**config.mk**
```make
export PLATFORM = sky130hd
export DESIGN_NAME = x86_16bit_instruction_decoder
export DESIGN_NICKNAME = d
export VERILOG_FILES = /design/src/rtl/xdec_pkg.sv /design/src/rtl/x86_16bit_instruction_decoder.sv /design/src/rtl/xdec_front.sv /design/src/rtl/xdec_back.sv /design/src/rtl/xdec_queue.sv
export VERILOG_INCLUDE_DIRS = /design/src /design/src/rtl
export SDC_FILE = /design/constraint.sdc
export NUM_CORES = 1
export LEC_CHECK = 0
export BUFFER_PORTS_ARGS = -buffer_cell sky130_fd_sc_hd__buf_2
export CORE_MARGIN = 4
export CORE_UTILIZATION = 55
export DETAILED_ROUTE_END_ITERATION = 7
export PLACE_DENSITY = 0.77
export SLEW_MARGIN = 0
export SYNTH_ARGS = -nofsm -noshare
export SYNTH_HDL_FRONTEND = slang
export SYNTH_HIERARCHICAL = 1
export SYNTH_SLANG_ARGS = --single-unit
```
**constraint.sdc**
```tcl
create_clock -name clk -period 6.1 [get_ports clk]
set_clock_uncertainty 0.05 [all_clocks]
set_input_delay 0.915 -clock clk [delete_from_list [all_inputs] [get_ports clk]]
set_output_delay 0.915 -clock clk [all_outputs]
set_load 0.01 [all_outputs]
```
**src/rtl/x86_16bit_instruction_decoder_macros.svh**
```systemverilog
// Assertion helpers for the decoder.
`ifndef X86_16BIT_INSTRUCTION_DECODER_MACROS_SVH
`define X86_16BIT_INSTRUCTION_DECODER_MACROS_SVH
// implication checked every clock outside reset
`define XD_ASSERT_IMP(label, clk, rst_n, a, c) \
  label: assert property (@(posedge clk) disable iff (!rst_n) (a) |-> (c)) \
    else $error("assertion failed");
// next-cycle implication
`define XD_ASSERT_NXT(label, clk, rst_n, a, c) \
  label: assert property (@(posedge clk) disable iff (!rst_n) (a) |=> (c)) \
    else $error("assertion failed");
`endif

```
**src/rtl/xdec_pkg.sv**
```systemverilog
`default_nettype none
package xdec_pkg;
  localparam logic [2:0] OP_MOV = 3'd0;
  localparam logic [2:0] OP_ADD = 3'd1;
  localparam logic [2:0] OP_SUB = 3'd2;
  localparam logic [2:0] OP_CMP = 3'd3;
  localparam logic [2:0] OP_JMP = 3'd4;
  localparam logic [2:0] OP_REP = 3'd5;
  localparam logic [2:0] OP_UNK = 3'd6;

  localparam logic [2:0] FM_RMR = 3'd0;
  localparam logic [2:0] FM_IRM = 3'd1;
  localparam logic [2:0] FM_IRG = 3'd2;
  localparam logic [2:0] FM_ACC = 3'd3;
  localparam logic [2:0] FM_JMP = 3'd4;
  localparam logic [2:0] FM_PFX = 3'd5;

  // register-file action requested by the front end
  localparam logic [1:0] WR_NONE = 2'd0;
  localparam logic [1:0] WR_IMM  = 2'd1;
  localparam logic [1:0] WR_MOVE = 2'd2;

  typedef struct packed {
    logic [2:0]  operation;
    logic [2:0]  form;
    logic [2:0]  length;
    logic        wide;
    logic        direction;
    logic [1:0]  mode_field;
    logic [2:0]  reg_field;
    logic [2:0]  rm_field;
    logic [15:0] displacement;
    logic [15:0] immediate;
    logic [4:0]  condition;
    logic [1:0]  wr_kind;
    logic [2:0]  dst;
    logic [2:0]  src;
  } dec_t;

  function automatic logic [15:0] sext8(input logic [7:0] x);
    return {{8{x[7]}}, x};
  endfunction
endpackage
`default_nettype wire

```
**src/rtl/x86_16bit_instruction_decoder.sv**
```systemverilog
// Path: an accepted window is registered in a queue slot, then in the execute register.
// Throughput: one item per cycle while out_stall is low; front decode and queue sustain back-to-back items.
// The register-file read/merge/write in the back stage sets the feedback loop.
// Reset (rst_n low, synchronous): queue and output emptied, all 8 registers cleared.
`default_nettype none
module x86_16bit_instruction_decoder (
  input  wire logic          clk,
  input  wire logic          rst_n,
  input  wire logic          in_valid,
  output logic               in_stall,
  input  wire logic [7:0]    in_byte0,
  input  wire logic [7:0]    in_byte1,
  input  wire logic [7:0]    in_byte2,
  input  wire logic [7:0]    in_byte3,
  input  wire logic [7:0]    in_byte4,
  input  wire logic [7:0]    in_byte5,
  output logic               out_valid,
  input  wire logic          out_stall,
  output logic [2:0]         out_operation,
  output logic [2:0]         out_form,
  output logic [2:0]         out_length,
  output logic               out_wide,
  output logic               out_direction,
  output logic [1:0]         out_mode_field,
  output logic [2:0]         out_reg_field,
  output logic [2:0]         out_rm_field,
  output logic signed [15:0] out_displacement,
  output logic signed [15:0] out_immediate,
  output logic [4:0]         out_condition,
  output logic [15:0]        out_written_value
);
  xdec_pkg::dec_t f_dec;
  xdec_pkg::dec_t q_dec;
  logic q_valid;
  logic q_stall;

  xdec_front u_front (
    .byte0(in_byte0), .byte1(in_byte1), .byte2(in_byte2),
    .byte3(in_byte3), .byte4(in_byte4), .byte5(in_byte5),
    .dec(f_dec)
  );

  xdec_queue u_queue (
    .clk(clk), .rst_n(rst_n),
    .in_valid(in_valid), .in_stall(in_stall), .in_dec(f_dec),
    .q_valid(q_valid), .q_stall(q_stall), .q_dec(q_dec)
  );

  xdec_back u_back (
    .clk(clk), .rst_n(rst_n),
    .q_valid(q_valid), .q_dec(q_dec), .q_stall(q_stall),
    .out_valid(out_valid), .out_stall(out_stall),
    .out_operation(out_operation), .out_form(out_form), .out_length(out_length),
    .out_wide(out_wide), .out_direction(out_direction),
    .out_mode_field(out_mode_field), .out_reg_field(out_reg_field),
    .out_rm_field(out_rm_field), .out_displacement(out_displacement),
    .out_immediate(out_immediate), .out_condition(out_condition),
    .out_written_value(out_written_value)
  );
endmodule
`default_nettype wire

```
**src/rtl/xdec_front.sv**
```systemverilog
`default_nettype none
module xdec_front (
  input  wire logic [7:0] byte0,
  input  wire logic [7:0] byte1,
  input  wire logic [7:0] byte2,
  input  wire logic [7:0] byte3,
  input  wire logic [7:0] byte4,
  input  wire logic [7:0] byte5,
  output xdec_pkg::dec_t  dec
);
  logic [1:0] md;
  logic [2:0] rg;
  logic [2:0] rmf;
  logic [1:0] dn;
  logic [15:0] dsp;
  logic [7:0] ib0;
  logic [7:0] ib1;
  logic is_mov;
  logic [2:0] gop;

  assign md  = byte1[7:6];
  assign rg  = byte1[5:3];
  assign rmf = byte1[2:0];

  // displacement bytes after modrm
  always_comb begin
    dn = 2'd0;
    dsp = 16'd0;
    if (md == 2'd1) begin
      dn = 2'd1;
      dsp = xdec_pkg::sext8(byte2);
    end else if (md == 2'd2 || (md == 2'd0 && rmf == 3'd6)) begin
      dn = 2'd2;
      dsp = {byte3, byte2};
    end
  end

  // immediate bytes located after displacement
  always_comb begin
    unique case (dn)
      2'd0: begin ib0 = byte2; ib1 = byte3; end
      2'd1: begin ib0 = byte3; ib1 = byte4; end
      default: begin ib0 = byte4; ib1 = byte5; end
    endcase
  end

  assign is_mov = (byte0[7:1] == 7'b1100011);

  always_comb begin
    if (is_mov) gop = (rg == 3'd0) ? xdec_pkg::OP_MOV : xdec_pkg::OP_UNK;
    else if (rg == 3'd0) gop = xdec_pkg::OP_ADD;
    else if (rg == 3'd5) gop = xdec_pkg::OP_SUB;
    else if (rg == 3'd7) gop = xdec_pkg::OP_CMP;
    else gop = xdec_pkg::OP_UNK;
  end

  // classify
  always_comb begin
    dec = '0;
    dec.operation = xdec_pkg::OP_UNK;
    dec.form = xdec_pkg::FM_RMR;
    dec.length = 3'd1;
    dec.wr_kind = xdec_pkg::WR_NONE;
    priority if (byte0 == 8'hF2 || byte0 == 8'hF3) begin
      dec.operation = xdec_pkg::OP_REP;
      dec.form = xdec_pkg::FM_PFX;
    end else if (byte0[7:4] == 4'b1011) begin
      dec.wide = byte0[3];
      dec.reg_field = byte0[2:0];
      dec.immediate = byte0[3] ? {byte2, byte1} : xdec_pkg::sext8(byte1);
      dec.operation = xdec_pkg::OP_MOV;
      dec.form = xdec_pkg::FM_IRG;
      dec.length = byte0[3] ? 3'd3 : 3'd2;
      dec.direction = 1'b1;
      dec.wr_kind = xdec_pkg::WR_IMM;
      dec.dst = byte0[2:0];
    end else if (byte0 == 8'h04 || byte0 == 8'h05 || byte0 == 8'h2C || byte0 == 8'h2D ||
                 byte0 == 8'h3C || byte0 == 8'h3D) begin
      dec.wide = byte0[0];
      dec.operation = (byte0 < 8'h10) ? xdec_pkg::OP_ADD :
                      (byte0 < 8'h30) ? xdec_pkg::OP_SUB : xdec_pkg::OP_CMP;
      dec.form = xdec_pkg::FM_ACC;
      dec.direction = 1'b1;
      dec.length = byte0[0] ? 3'd3 : 3'd2;
      dec.immediate = byte0[0] ? {byte2, byte1} : xdec_pkg::sext8(byte1);
    end else if (byte0[7:2] == 6'h28) begin
      dec.wide = byte0[0];
      dec.operation = xdec_pkg::OP_MOV;
      dec.form = xdec_pkg::FM_ACC;
      dec.length = 3'd3;
      dec.direction = ~byte0[1];
      dec.displacement = {byte2, byte1};
    end else if (byte0[7:2] == 6'h22 || byte0[7:2] == 6'h00 ||
                 byte0[7:2] == 6'h0A || byte0[7:2] == 6'h0E) begin
      dec.operation = (byte0[7:2] == 6'h22) ? xdec_pkg::OP_MOV :
                      (byte0[7:2] == 6'h00) ? xdec_pkg::OP_ADD :
                      (byte0[7:2] == 6'h0A) ? xdec_pkg::OP_SUB : xdec_pkg::OP_CMP;
      dec.direction = byte0[1];
      dec.wide = byte0[0];
      dec.mode_field = md;
      dec.reg_field = rg;
      dec.rm_field = rmf;
      dec.displacement = dsp;
      dec.length = 3'd2 + {1'b0, dn};
      if (byte0[7:2] == 6'h22 && md == 2'd3) begin
        dec.wr_kind = xdec_pkg::WR_MOVE;
        dec.dst = byte0[1] ? rg : rmf;
        dec.src = byte0[1] ? rmf : rg;
      end
    end else if (is_mov || byte0[7:2] == 6'h20) begin
      if (gop != xdec_pkg::OP_UNK) begin
        dec.operation = gop;
        dec.form = xdec_pkg::FM_IRM;
        dec.wide = byte0[0];
        dec.mode_field = md;
        dec.reg_field = rg;
        dec.rm_field = rmf;
        dec.displacement = dsp;
        if (byte0[0] && (is_mov || byte0 == 8'h81)) begin
          dec.immediate = (dn == 2'd2) ? {byte5, byte4} : {ib1, ib0};
          dec.length = 3'd4 + {1'b0, dn};
        end else begin
          dec.immediate = xdec_pkg::sext8(ib0);
          dec.length = 3'd3 + {1'b0, dn};
        end
        if (is_mov && md == 2'd3) begin
          dec.wr_kind = xdec_pkg::WR_IMM;
          dec.dst = rmf;
        end
      end
    end else if (byte0[7:4] == 4'h7 || byte0[7:2] == 6'b111000) begin
      dec.operation = xdec_pkg::OP_JMP;
      dec.form = xdec_pkg::FM_JMP;
      dec.length = 3'd2;
      dec.displacement = xdec_pkg::sext8(byte1);
      dec.condition = (byte0[7:4] == 4'h7) ? {1'b0, byte0[3:0]} : {3'b100, byte0[1:0]};
    end else begin
      dec.operation = xdec_pkg::OP_UNK;
    end
  end
endmodule
`default_nettype wire

```
**src/rtl/xdec_back.sv**
```systemverilog
`default_nettype none
`include "x86_16bit_instruction_decoder_macros.svh"
module xdec_back (
  input  wire logic           clk,
  input  wire logic           rst_n,
  input  wire logic           q_valid,
  input  xdec_pkg::dec_t      q_dec,
  output logic                q_stall,
  output logic                out_valid,
  input  wire logic           out_stall,
  output logic [2:0]          out_operation,
  output logic [2:0]          out_form,
  output logic [2:0]          out_length,
  output logic                out_wide,
  output logic                out_direction,
  output logic [1:0]          out_mode_field,
  output logic [2:0]          out_reg_field,
  output logic [2:0]          out_rm_field,
  output logic signed [15:0]  out_displacement,
  output logic signed [15:0]  out_immediate,
  output logic [4:0]          out_condition,
  output logic [15:0]         out_written_value
);
  logic [15:0] rf_r [8];
  logic        vld_r;
  xdec_pkg::dec_t d_r;
  logic [15:0] wv_r;
  logic        take;
  logic [15:0] srcv;
  logic [15:0] val;
  logic [15:0] wv_nxt;
  logic [2:0]  widx;
  logic        wen;

  assign q_stall = vld_r && out_stall;
  assign take = q_valid && !q_stall;

  // source value for the write
  always_comb begin
    if (q_dec.wide) srcv = rf_r[q_dec.src];
    else if (!q_dec.src[2]) srcv = {8'd0, rf_r[q_dec.src][7:0]};
    else srcv = {8'd0, rf_r[{1'b0, q_dec.src[1:0]}][15:8]};
    val = (q_dec.wr_kind == xdec_pkg::WR_MOVE) ? srcv : q_dec.immediate;
  end

  // merged entry content
  always_comb begin
    wen = take && (q_dec.wr_kind != xdec_pkg::WR_NONE);
    widx = q_dec.wide ? q_dec.dst : {1'b0, q_dec.dst[1:0]};
    if (q_dec.wide) wv_nxt = val;
    else if (!q_dec.dst[2]) wv_nxt = {rf_r[widx][15:8], val[7:0]};
    else wv_nxt = {val[7:0], rf_r[widx][7:0]};
  end

  always_ff @(posedge clk) begin
    if (!rst_n) begin
      vld_r <= 1'b0;
      for (int i = 0; i < 8; i++) rf_r[i] <= 16'd0;
    end else begin
      if (wen) rf_r[widx] <= wv_nxt;
      if (take) vld_r <= 1'b1;
      else if (!out_stall) vld_r <= 1'b0;
    end
  end

  always_ff @(posedge clk) begin
    if (take) begin
      d_r <= q_dec;
      wv_r <= (q_dec.wr_kind != xdec_pkg::WR_NONE) ? wv_nxt : 16'd0;
    end
  end

  assign out_valid = vld_r;
  assign out_operation = d_r.operation;
  assign out_form = d_r.form;
  assign out_length = d_r.length;
  assign out_wide = d_r.wide;
  assign out_direction = d_r.direction;
  assign out_mode_field = d_r.mode_field;
  assign out_reg_field = d_r.reg_field;
  assign out_rm_field = d_r.rm_field;
  assign out_displacement = d_r.displacement;
  assign out_immediate = d_r.immediate;
  assign out_condition = d_r.condition;
  assign out_written_value = wv_r;

  `XD_ASSERT_NXT(a_take_valid, clk, rst_n, take, vld_r)
  `XD_ASSERT_NXT(a_hold, clk, rst_n, vld_r && out_stall, vld_r && $stable(wv_r))
  `XD_ASSERT_IMP(a_wv_zero, clk, rst_n, vld_r && d_r.operation != xdec_pkg::OP_MOV,
                 wv_r == 16'd0)
endmodule
`default_nettype wire

```
**src/rtl/xdec_queue.sv**
```systemverilog
`default_nettype none
module xdec_queue (
  input  wire logic      clk,
  input  wire logic      rst_n,
  input  wire logic      in_valid,
  output logic           in_stall,
  input  xdec_pkg::dec_t in_dec,
  output logic           q_valid,
  input  wire logic      q_stall,
  output xdec_pkg::dec_t q_dec
);
  // two-entry queue: main slot plus skid slot
  logic vm_r;
  logic vs_r;
  xdec_pkg::dec_t m_r;
  xdec_pkg::dec_t s_r;
  logic push;
  logic pop;

  assign in_stall = vs_r;
  assign push = in_valid && !vs_r;
  assign pop = vm_r && !q_stall;
  assign q_valid = vm_r;
  assign q_dec = m_r;

  always_ff @(posedge clk) begin
    if (!rst_n) begin
      vm_r <= 1'b0;
      vs_r <= 1'b0;
    end else begin
      if (pop) begin
        vm_r <= vs_r || push;
        vs_r <= 1'b0;
      end else if (push) begin
        if (vm_r) vs_r <= 1'b1;
        else vm_r <= 1'b1;
      end
    end
  end

  always_ff @(posedge clk) begin
    if (pop) m_r <= vs_r ? s_r : in_dec;
    else if (push && !vm_r) m_r <= in_dec;
    if (push && vm_r && !pop) s_r <= in_dec;
  end
endmodule
`default_nettype wire
```
# Word-level counts from Yosys, hierarchy flattened

Memories as Yosys holds them, arrays and structs flattened. A register that Yosys moved wholly into a read port is not among the register bits.
Index checks and enable logic that the tools add are counted.

Bits in registers: 203
Memories kept: 1
Output and inout bits: 74
Bits in writable memories: 128
Word-level logic and storage cells: 209
Input port bits: 52

Reductions and logical operators: 39
Add/subtract/negate cells: 3
$lt $le $gt $ge: 2
Multiplexer cells: 90
Bitwise logic cells: 2
Equality and inequality tests: 29

Memory list:

| name        | words | width | read ports | clocked after memory_dff | wr ports | line            | source |
|---|---|---|---|---|---|---|---|
| u_back.rf_r | 8     | 16    | 3          | 2                        | 8        | xdec_back.sv:24 | `logic [15:0] rf_r [8];` |

Operators with widths:

| cell                                                | count |
|---|---|
| 2-to-1 mux 16 bit                                   | 17 |
| 2-to-1 mux 64 bit                                   | 3 |
| 2-to-1 mux 3 bit                                    | 20 |
| 2-to-1 mux 58 bit                                   | 1 |
| 2-to-1 mux 24 bit                                   | 2 |
| 2-to-1 mux 40 bit                                   | 1 |
| 2-to-1 mux 11 bit                                   | 3 |
| equality test 8 x 6 -> 1 bit, second input constant | 4 |
| 2-to-1 mux 8 bit                                    | 4 |
| one-hot mux 8 bit (2 select lines)                  | 2 |
| 2-to-1 mux 5 bit                                    | 6 |
| 2-to-1 mux 29 bit                                   | 1 |
| equality test 6 bit, second input constant          | 4 |
| equality test 8 bit, second input constant          | 3 |
| 2-to-1 mux 21 bit                                   | 1 |
| 2-to-1 mux 19 bit                                   | 1 |
| equality test 8 x 3 -> 1 bit, second input constant | 2 |
| 2-to-1 mux 4 bit                                    | 4 |
| OR reduction 16 bit                                 | 1 |
| 2-to-1 mux 1 bit                                    | 15 |
| logical OR 1 bit                                    | 14 |
| 2-to-1 mux 13 bit                                   | 1 |
| equality test 6 x 4 -> 1 bit, second input constant | 2 |
| 2-to-1 mux 6 bit                                    | 2 |
| other kinds (24)                                    | 51 |

# Logic depth before layout (Yosys ltp)

Gate-level depths: netlist (run 1).

Word-level depth: 19
Mapped depth: 9
Gate-level depth less buffers: 7

# Hierarchy

Netlist (run 1), hierarchy kept.

Modules (own cells, without submodules):

| module     | area each (µm²) | sequential area each (µm²) | cells an instance | times used |
|---|---|---|---|---|
| xdec_back  | 9057.4          | 6025.8                     | 627               | 1 |
| xdec_queue | 5021.1          | 3883.7                     | 211               | 1 |
| xdec_front | 2055.7          | 0.0                        | 339               | 1 |

# Worst setup path before layout (run 1)

Ideal clock, no wire load.

Path kind: input-to-reg
Start: input port out_stall
End: memory u_back.rf_r[7][0] (enable)
Data required time: 5.678 ns
Stages: 7
Path buffers: 2
Path slack: -0.294 ns
Arrival: 5.973 ns
Library setup time: 0.372 ns
Path through: and2_1 > nor2b_1 > and4b_1 > clkbuf_1 > nand4_1 > clkbuf_1 > nand2_1

RTL lines:

| what               | line                                | source |
|---|---|---|
| start: declaration | x86_16bit_instruction_decoder.sv:18 | `input wire logic out_stall,` |
| end: declaration   | xdec_back.sv:24                     |  |

==> results of run 1 <==
## metrics by stage
| stage | hold WS [ps] | worst slack, ps |
|---|---|---|
| after global routing | 372 | 1920 |
| after CTS | 368 | 2190 |
| final | 366 | 2110 |
| after floorplan | 350 | 1170 |
| after detailed placement | 355 | 1630 |
| after global placement | 352 | 1730 |
## area by class of cell
cell class / count / area, um^2
repair buffers: 140 / 738
inverters: 11 / 41.3
fillers: 2168 / 10900
well taps: 384 / 480
multi-input cells: 759 / 5750
clock inverters: 19 / 161
flip-flops and latches: 331 / 9910
clock buffers: 41 / 920
## layer usage
metal | vias up | global-route usage (%) | share of wire (%)
met5 | - | 0 | 0
met4 | 0 | 8.06 | 3.2
met3 | 92 | 4.96 | 10
met2 | 722 | 39.1 | 46
met1 | 5221 | 35.2 | 40
li1 | 4686 | - | -
## worst max path at each step
stage	to	depth (start not counted)
2_1_floorplan	u_back/rf_r[6][0]	7
3_3_place_gp	u_back/rf_r[2][3]	6
3_5_place_dp	u_back/rf_r[2][1]	6
4_1_cts	u_back/rf_r[6][2]	6
5_1_grt	u_back/rf_r[6][8]	6
6_report	u_back/rf_r[6][2]	6
## worst max-delay path, cell delays in order
cell and delay, ps:
buf_2 90, and2_1 220, nor2b_4 580, nor4bb_1 710, nand4_1 710, nand2_1 830
## where the power goes
part	internal, mW	switching [mW]
Combinational	0.230	0.419
Clock	1.17	0.855
Sequential	2.63	0.0586
## placed cells by master, fill, tap and decap left out, types with 4 or more instances in the layout
cell and instances:
a21boi_0 9, inv_1 11, clkinv_2 6, o211ai_1 10, buf_2 125, nand3_1 10
mux4_2 21, a221o_1 9, nand4_1 6, o21a_1 10, mux2_2 44, edfxtp_1 328
mux2i_1 40, a211oi_4 7, clkbuf_16 36, nor2_1 178, a22oi_1 8, a21oi_1 54
mux2i_4 6, and2_1 9, a22o_1 24, mux2_4 60, a31oi_1 4, nor2b_1 15
nand2_1 82, o21ai_0 29, a211oi_1 7, o31ai_2 7, buf_4 15, and3_1 4
clkinv_1 6, nand2b_1 9, nor3_1 24, clkbuf_1 5, o22ai_1 19
## sequential cells by signal (all words and copies together), names as in the netlist, 5 cells and up
signal	flops
u_queue/s_r	64
u_back/out_displacement	16
u_back/out_written_value	16
u_back/rf_r	128
u_queue/q_dec	64
u_back/out_condition	5
u_back/out_immediate	16
## cell usage after synthesis (3+ instances only)
master    instances  area [um^2]
inv_1            11         41.3
mux2_4           60          901
or2_2             3         18.8
o31ai_1           3         22.5
buf_1             4         15.0
a21boi_0          9         67.6
a21oi_1          54          270
buf_12            6          120
nand2b_1          9         56.3
a211oi_4          7          140
clkbuf_1         40          150
a22oi_1           8         60.1
nand2_1          82          308
dfxtp_1           3         60.1
buf_2            15         75.1
and2_1            9         56.3
mux4_2           21          473
buf_6             6         67.6
and3_1            4         25.0
a32o_1            3         30.0
o21ai_0          29          145
a211oi_1          7         52.6
mux2i_4           6          135
nor2b_1          17          106
o21a_1           10         75.1
o31ai_2           7         87.6
mux2i_1          40          400
nand4_1           6         37.5
nor3_1           24          120
a31oi_1           4         25.0
nand3b_1          3         22.5
o211ai_1         10         75.1
mux2_2           44          495
buf_4             5         37.5
edfxtp_1        328         9850
nand3_1          10         50.1
a22o_1           24          210
o22ai_1          19          119
a221o_1           9         90.1
nor2_1          179          672
## cell families after synthesis
kind of cell              after synthesis  share of synthesized area, %
xor gates and xnor gates                2                         0.109
DFF                                   331                          61.4
AOI/OAI and AO/OA                     223                          10.3
and+or+nand+nor                       362                          10.0
buffers and inverters                  87                          3.14
muxes                                 172                          15.1
==> results.py, run 1 <==
metrics = {
    "run_status": {
        "status": "complete, no violations",
    },
    "place": {
        "port_buffers": 125,
        "dpl.hpwl_um": 26900,
        "place_area_um2": 16900,
        "routabilityCongestion": 0.928,
        "dp_cells": 1625,
    },
    "worst_setup_path": {
        "critPathKind": "in -> reg",
        "worstPathRequired_ps": 6200,
        "ff2ff_path_depth": 4,
        "setup.worst_path.start": "out_stall",
        "endpoint_kind": "flop",
        "crit_arrival_ps": 4090,
        "reg2reg_to": "u_back/rf_r[6][2]",
        "reg2reg_from": "u_queue/q_valid",
        "r2r_slack_ps": 2260,
        "crit_path_max_fanout": 21,
        "start_kind": "input port",
    },
    "yosys": {
        "ys_seq_area_share_pct": 61.4,
        "synth-edff-count": 328,
        "ys_warn_count": 6,
        "synth_cells": 1177,
        "syn_nets": 1229,
        "netlist_area_um2": 16100,
        "syn_area_per_cell_um2": 13.7,
        "ys_async_sr_fraction_pct": 0,
        "synth_seq_cells": 331,
        "ys_dominant_reg_cell": "edfxtp_1",
        "ys_types": 72,
    },
    "route": {
        "drt_first_pass_iters": 6,
        "dr_total_vias": 10700,
        "drt-initial-drc-count": 1459,
        "drc": 0,
        "viasPerCell": 6.36,
        "wl_per_cell_um": 23.7,
        "routed_wl_um": 39900,
        "antenna_left": 0,
    },
    "worst_hold_path": {
        "min_delay_path_depth": 0,
        "hold_path_class": "reg -> reg",
        "worstHoldStart": "u_queue/q_dec[52]",
        "min_to": "u_back/out_mode_field[1]",
    },
    "timing": {
        "fin_crit_ps": 3990,
        "fmaxAchievable_mhz": 251,
        "relSlewSlack_pct": 23.5,
        "setup_viol": 0,
        "tns_ps": 0,
        "rsz0062_at_grt": "no",
        "slew_violations": 0,
        "finalCritPeriodShare_pct": 65.4,
        "hold_violations": 0,
        "worstMarginPinSlew_ps": 1150,
    },
    "floorplan": {
        "rows": 62,
        "die-height_um": 179,
        "dieArea_um2": 32100,
        "core_region_area_um2": 28900,
        "die_x_um": 179,
        "start_util_pct": 55.9,
        "ios": 126,
    },
    "finish": {
        "area_growth_pct": 11.5,
        "diodes": 0,
        "post-route-util_pct": 62.4,
        "layout.nets": 1330,
        "stdcell_area_um2": 18000,
        "drive_gt1_share_pct": 27.0,
        "instances_no_fill": 1685,
    },
    "grt": {
        "grt_pass1_wl_um": 60400,
        "grt_max_degree": 55,
        "grtUsageTotal_pct": 24.9,
        "grt_pass1_vias": 10300,
        "antenna_found_initial": 0,
        "grt-ovfl-total": 0,
    },
    "pwr": {
        "total_power_mw": 5.36,
        "leakagePower_nw": 6.77,
        "p_per_area_nw_per_um2": 298,
        "peakVddDrop_mv": 0.268,
    },
    "clock_network": {
        "cts.repair.resized": 0,
        "ctsHtreeMaxLevel": 2,
        "clkTransAtPathRegs_ps": 50,
        "numClockSinks": 331,
        "clockBufferDepth": 3,
        "clkLatencyLatePin_ps": 520,
        "numCtsBuffers": 35,
        "cts-hold-fix-buffers": 0,
        "cts_setup_buffers": 0,
        "root_buffer": "clkbuf_16",
        "cts_tree": "built",
    },
    "run": {
        "drv_cap": 0,
    },
}
Power figures use the tool's default switching activity.
==> inputs of run 2 (changes only) <==
==> constraint.sdc (replaced) <==
create_clock -name clk -period 3.4 [get_ports clk]
set_clock_uncertainty 0.05 [all_clocks]
set_input_delay 0.51 -clock clk [delete_from_list [all_inputs] [get_ports clk]]
set_output_delay 0.51 -clock clk [all_outputs]
set_load 0.01 [all_outputs]
==> run 2 against run 1 <==
Utilization rose by 0.69 points. Non-clock buffer count rose by 19. Global-route usage rose by 0.31 points. Critical endpoint is now u_back/rf_r[3][6]. Die area did not move. Sequential cell count did not move. First-iteration DRC count fell by 7.9%. Register-to-register slack got worse by 1600 ps. Largest power group unchanged.
==> results.py, run 2 (synthesized netlist as in run 1, its figures left out) <==
metrics = {
    "worst_setup_path": {
        "critPathKind": "reg -> reg",
        "cp_slowest_cell": "edfxtp_1",
        "crit_path_max_incr_delay_ps": 1070,
        "start_kind": "flop",
        "crit_chain": "buf_4 -> mux4_2 -> mux2i_4 -> nor2_1",
        "worstPathRequired_ps": 3590,
        "endpoint_kind": "flop",
        "r2r_slack_ps": 660,
        "crit_path_max_fanout": 20,
        "crit_arrival_ps": 2930,
    },
    "route": {
        "drc": 0,
        "dr_total_vias": 10600,
        "wl_per_cell_um": 23.4,
        "routed_wl_um": 40000,
        "drt-initial-drc-count": 1344,
        "antenna_left": 0,
        "drt_first_pass_iters": 6,
        "viasPerCell": 6.22,
    },
    "finish": {
        "area_growth_pct": 12.8,
        "final_cell_mix": "edfxtp_1, nor2_1, buf_2",
        "fillers": 2181,
        "diodes": 0,
        "largest_reg_flops": 128,
        "largest-register": "u_back/rf_r",
        "layout_commonest_cell": "edfxtp_1",
        "post-route-util_pct": 63.1,
        "drive_gt1_share_pct": 28.4,
        "layout.nets": 1350,
    },
    "pwr": {
        "power_frac_clock_pct": 37.1,
        "swShare_pct": 24.7,
        "p_per_area_nw_per_um2": 522,
        "p_sw_mw": 2.35,
        "power.internal_mw": 7.16,
        "total_power_mw": 9.51,
        "sequentialPowerShare_pct": 50.9,
        "peakVddDrop_mv": 0.354,
        "leakagePower_nw": 6.88,
        "p_comb_share_pct": 12.0,
    },
    "place": {
        "routabilityCongestion": 0.905,
        "dpl.hpwl_um": 27000,
        "port_buffers": 125,
        "dp_slack_ps": 441,
    },
    "clock_network": {
        "numCtsBuffers": 36,
        "cts.repair.resized": 0,
        "clkTransAtPathRegs_ps": 60,
        "clkLatencyLatePin_ps": 520,
        "root_buffer": "clkbuf_16",
        "cts_tree": "built",
        "cts_setup_buffers": 0,
        "ctsHtreeMaxLevel": 2,
        "cts-hold-fix-buffers": 0,
        "clockBufferDepth": 3,
        "numClockSinks": 331,
    },
    "grt": {
        "grt_max_degree": 65,
        "use_met2_pct": 41.3,
        "grt_pass1_vias": 10500,
        "antenna_found_initial": 2,
        "grt_util_met3_pct": 5.15,
        "busiest_layer": "met2",
        "grt-ovfl-total": 0,
        "grt_pass1_wl_um": 61800,
        "grtUsageMet1_pct": 34.8,
        "grtUsageTotal_pct": 25.2,
    },
    "worst_hold_path": {
        "hold_path_class": "in -> reg",
    },
    "floorplan": {
        "core_region_area_um2": 28900,
        "die_x_um": 179,
        "start_util_pct": 55.9,
        "rows": 62,
        "die-height_um": 179,
        "ios": 126,
        "dieArea_um2": 32100,
    },
    "timing": {
        "relSlewSlack_pct": 27.3,
        "setup_viol": 0,
        "fin_ws_ps": 662,
        "rsz0062_at_grt": "no",
        "hold_violations": 0,
        "fin_crit_ps": 2740,
        "fmaxAchievable_mhz": 365,
        "worstMarginPinSlew_ps": 1090,
        "tns_ps": 0,
        "hold_slack_ps": 303,
        "finalCritPeriodShare_pct": 80.5,
        "slew_violations": 0,
    },
    "run_status": {
        "status": "complete, no violations",
    },
    "run": {
        "drv_cap": 0,
    },
}
run 2: area by class of cell:
cell class	instances	area (um^2)	area share (%)
sequential	331	9910	54.5
clock buffer	47	963	5.29
clock inverter	17	95.1	0.523
tap	384	480	2.64
inverter	11	41.3	0.227
multi-input combinational	759	5790	31.8
timing repair buffer	159	918	5.05
run 2: critical path: cells and delay by family (launching register included):
| family | cells | cell delay, ps |
|---|---|---|
| simple gates | 1 | 90 |
| flops | 1 | 1070 |
| buf+inv | 1 | 340 |
| mux | 2 | 920 |
run 2: final timing paths:
check	depth (start not counted)	from	end
max	4	u_queue/q_dec[3]	u_back/rf_r[3][6]
max reg2reg	4	u_queue/q_dec[3]	u_back/rf_r[3][6]
min	3	in_valid	u_queue/in_stall
min reg2reg	0	u_queue/q_dec[60]	u_back/out_form[2]
run 2: stage by stage:
stage / instance area [um^2] / cells
floorplan: 16200 / 1177
global placement: 17100 / 1644
detailed placement: 17100 / 1644
CTS: 18200 / 1708
global route: 18200 / 1708
finish: 18200 / 1708
run 2: power by group through the flow:
stage	Combinational [mW]	Sequential [mW]	Clock [mW]
final	1.14	4.84	3.52
after global routing	1.23	4.85	3.78
after detailed placement	1.12	4.92	0
after global placement	1.10	4.91	0
after floorplan	0.769	4.88	0
after CTS	1.13	4.84	3.60
run 2: metal layers:
layer / up-vias / share of wire [%]
li1: 4719 / -
met4: 2 / 2.0
met1: 5219 / 40
met5: - / 0.045
met2: 611 / 48
met3: 68 / 9.4
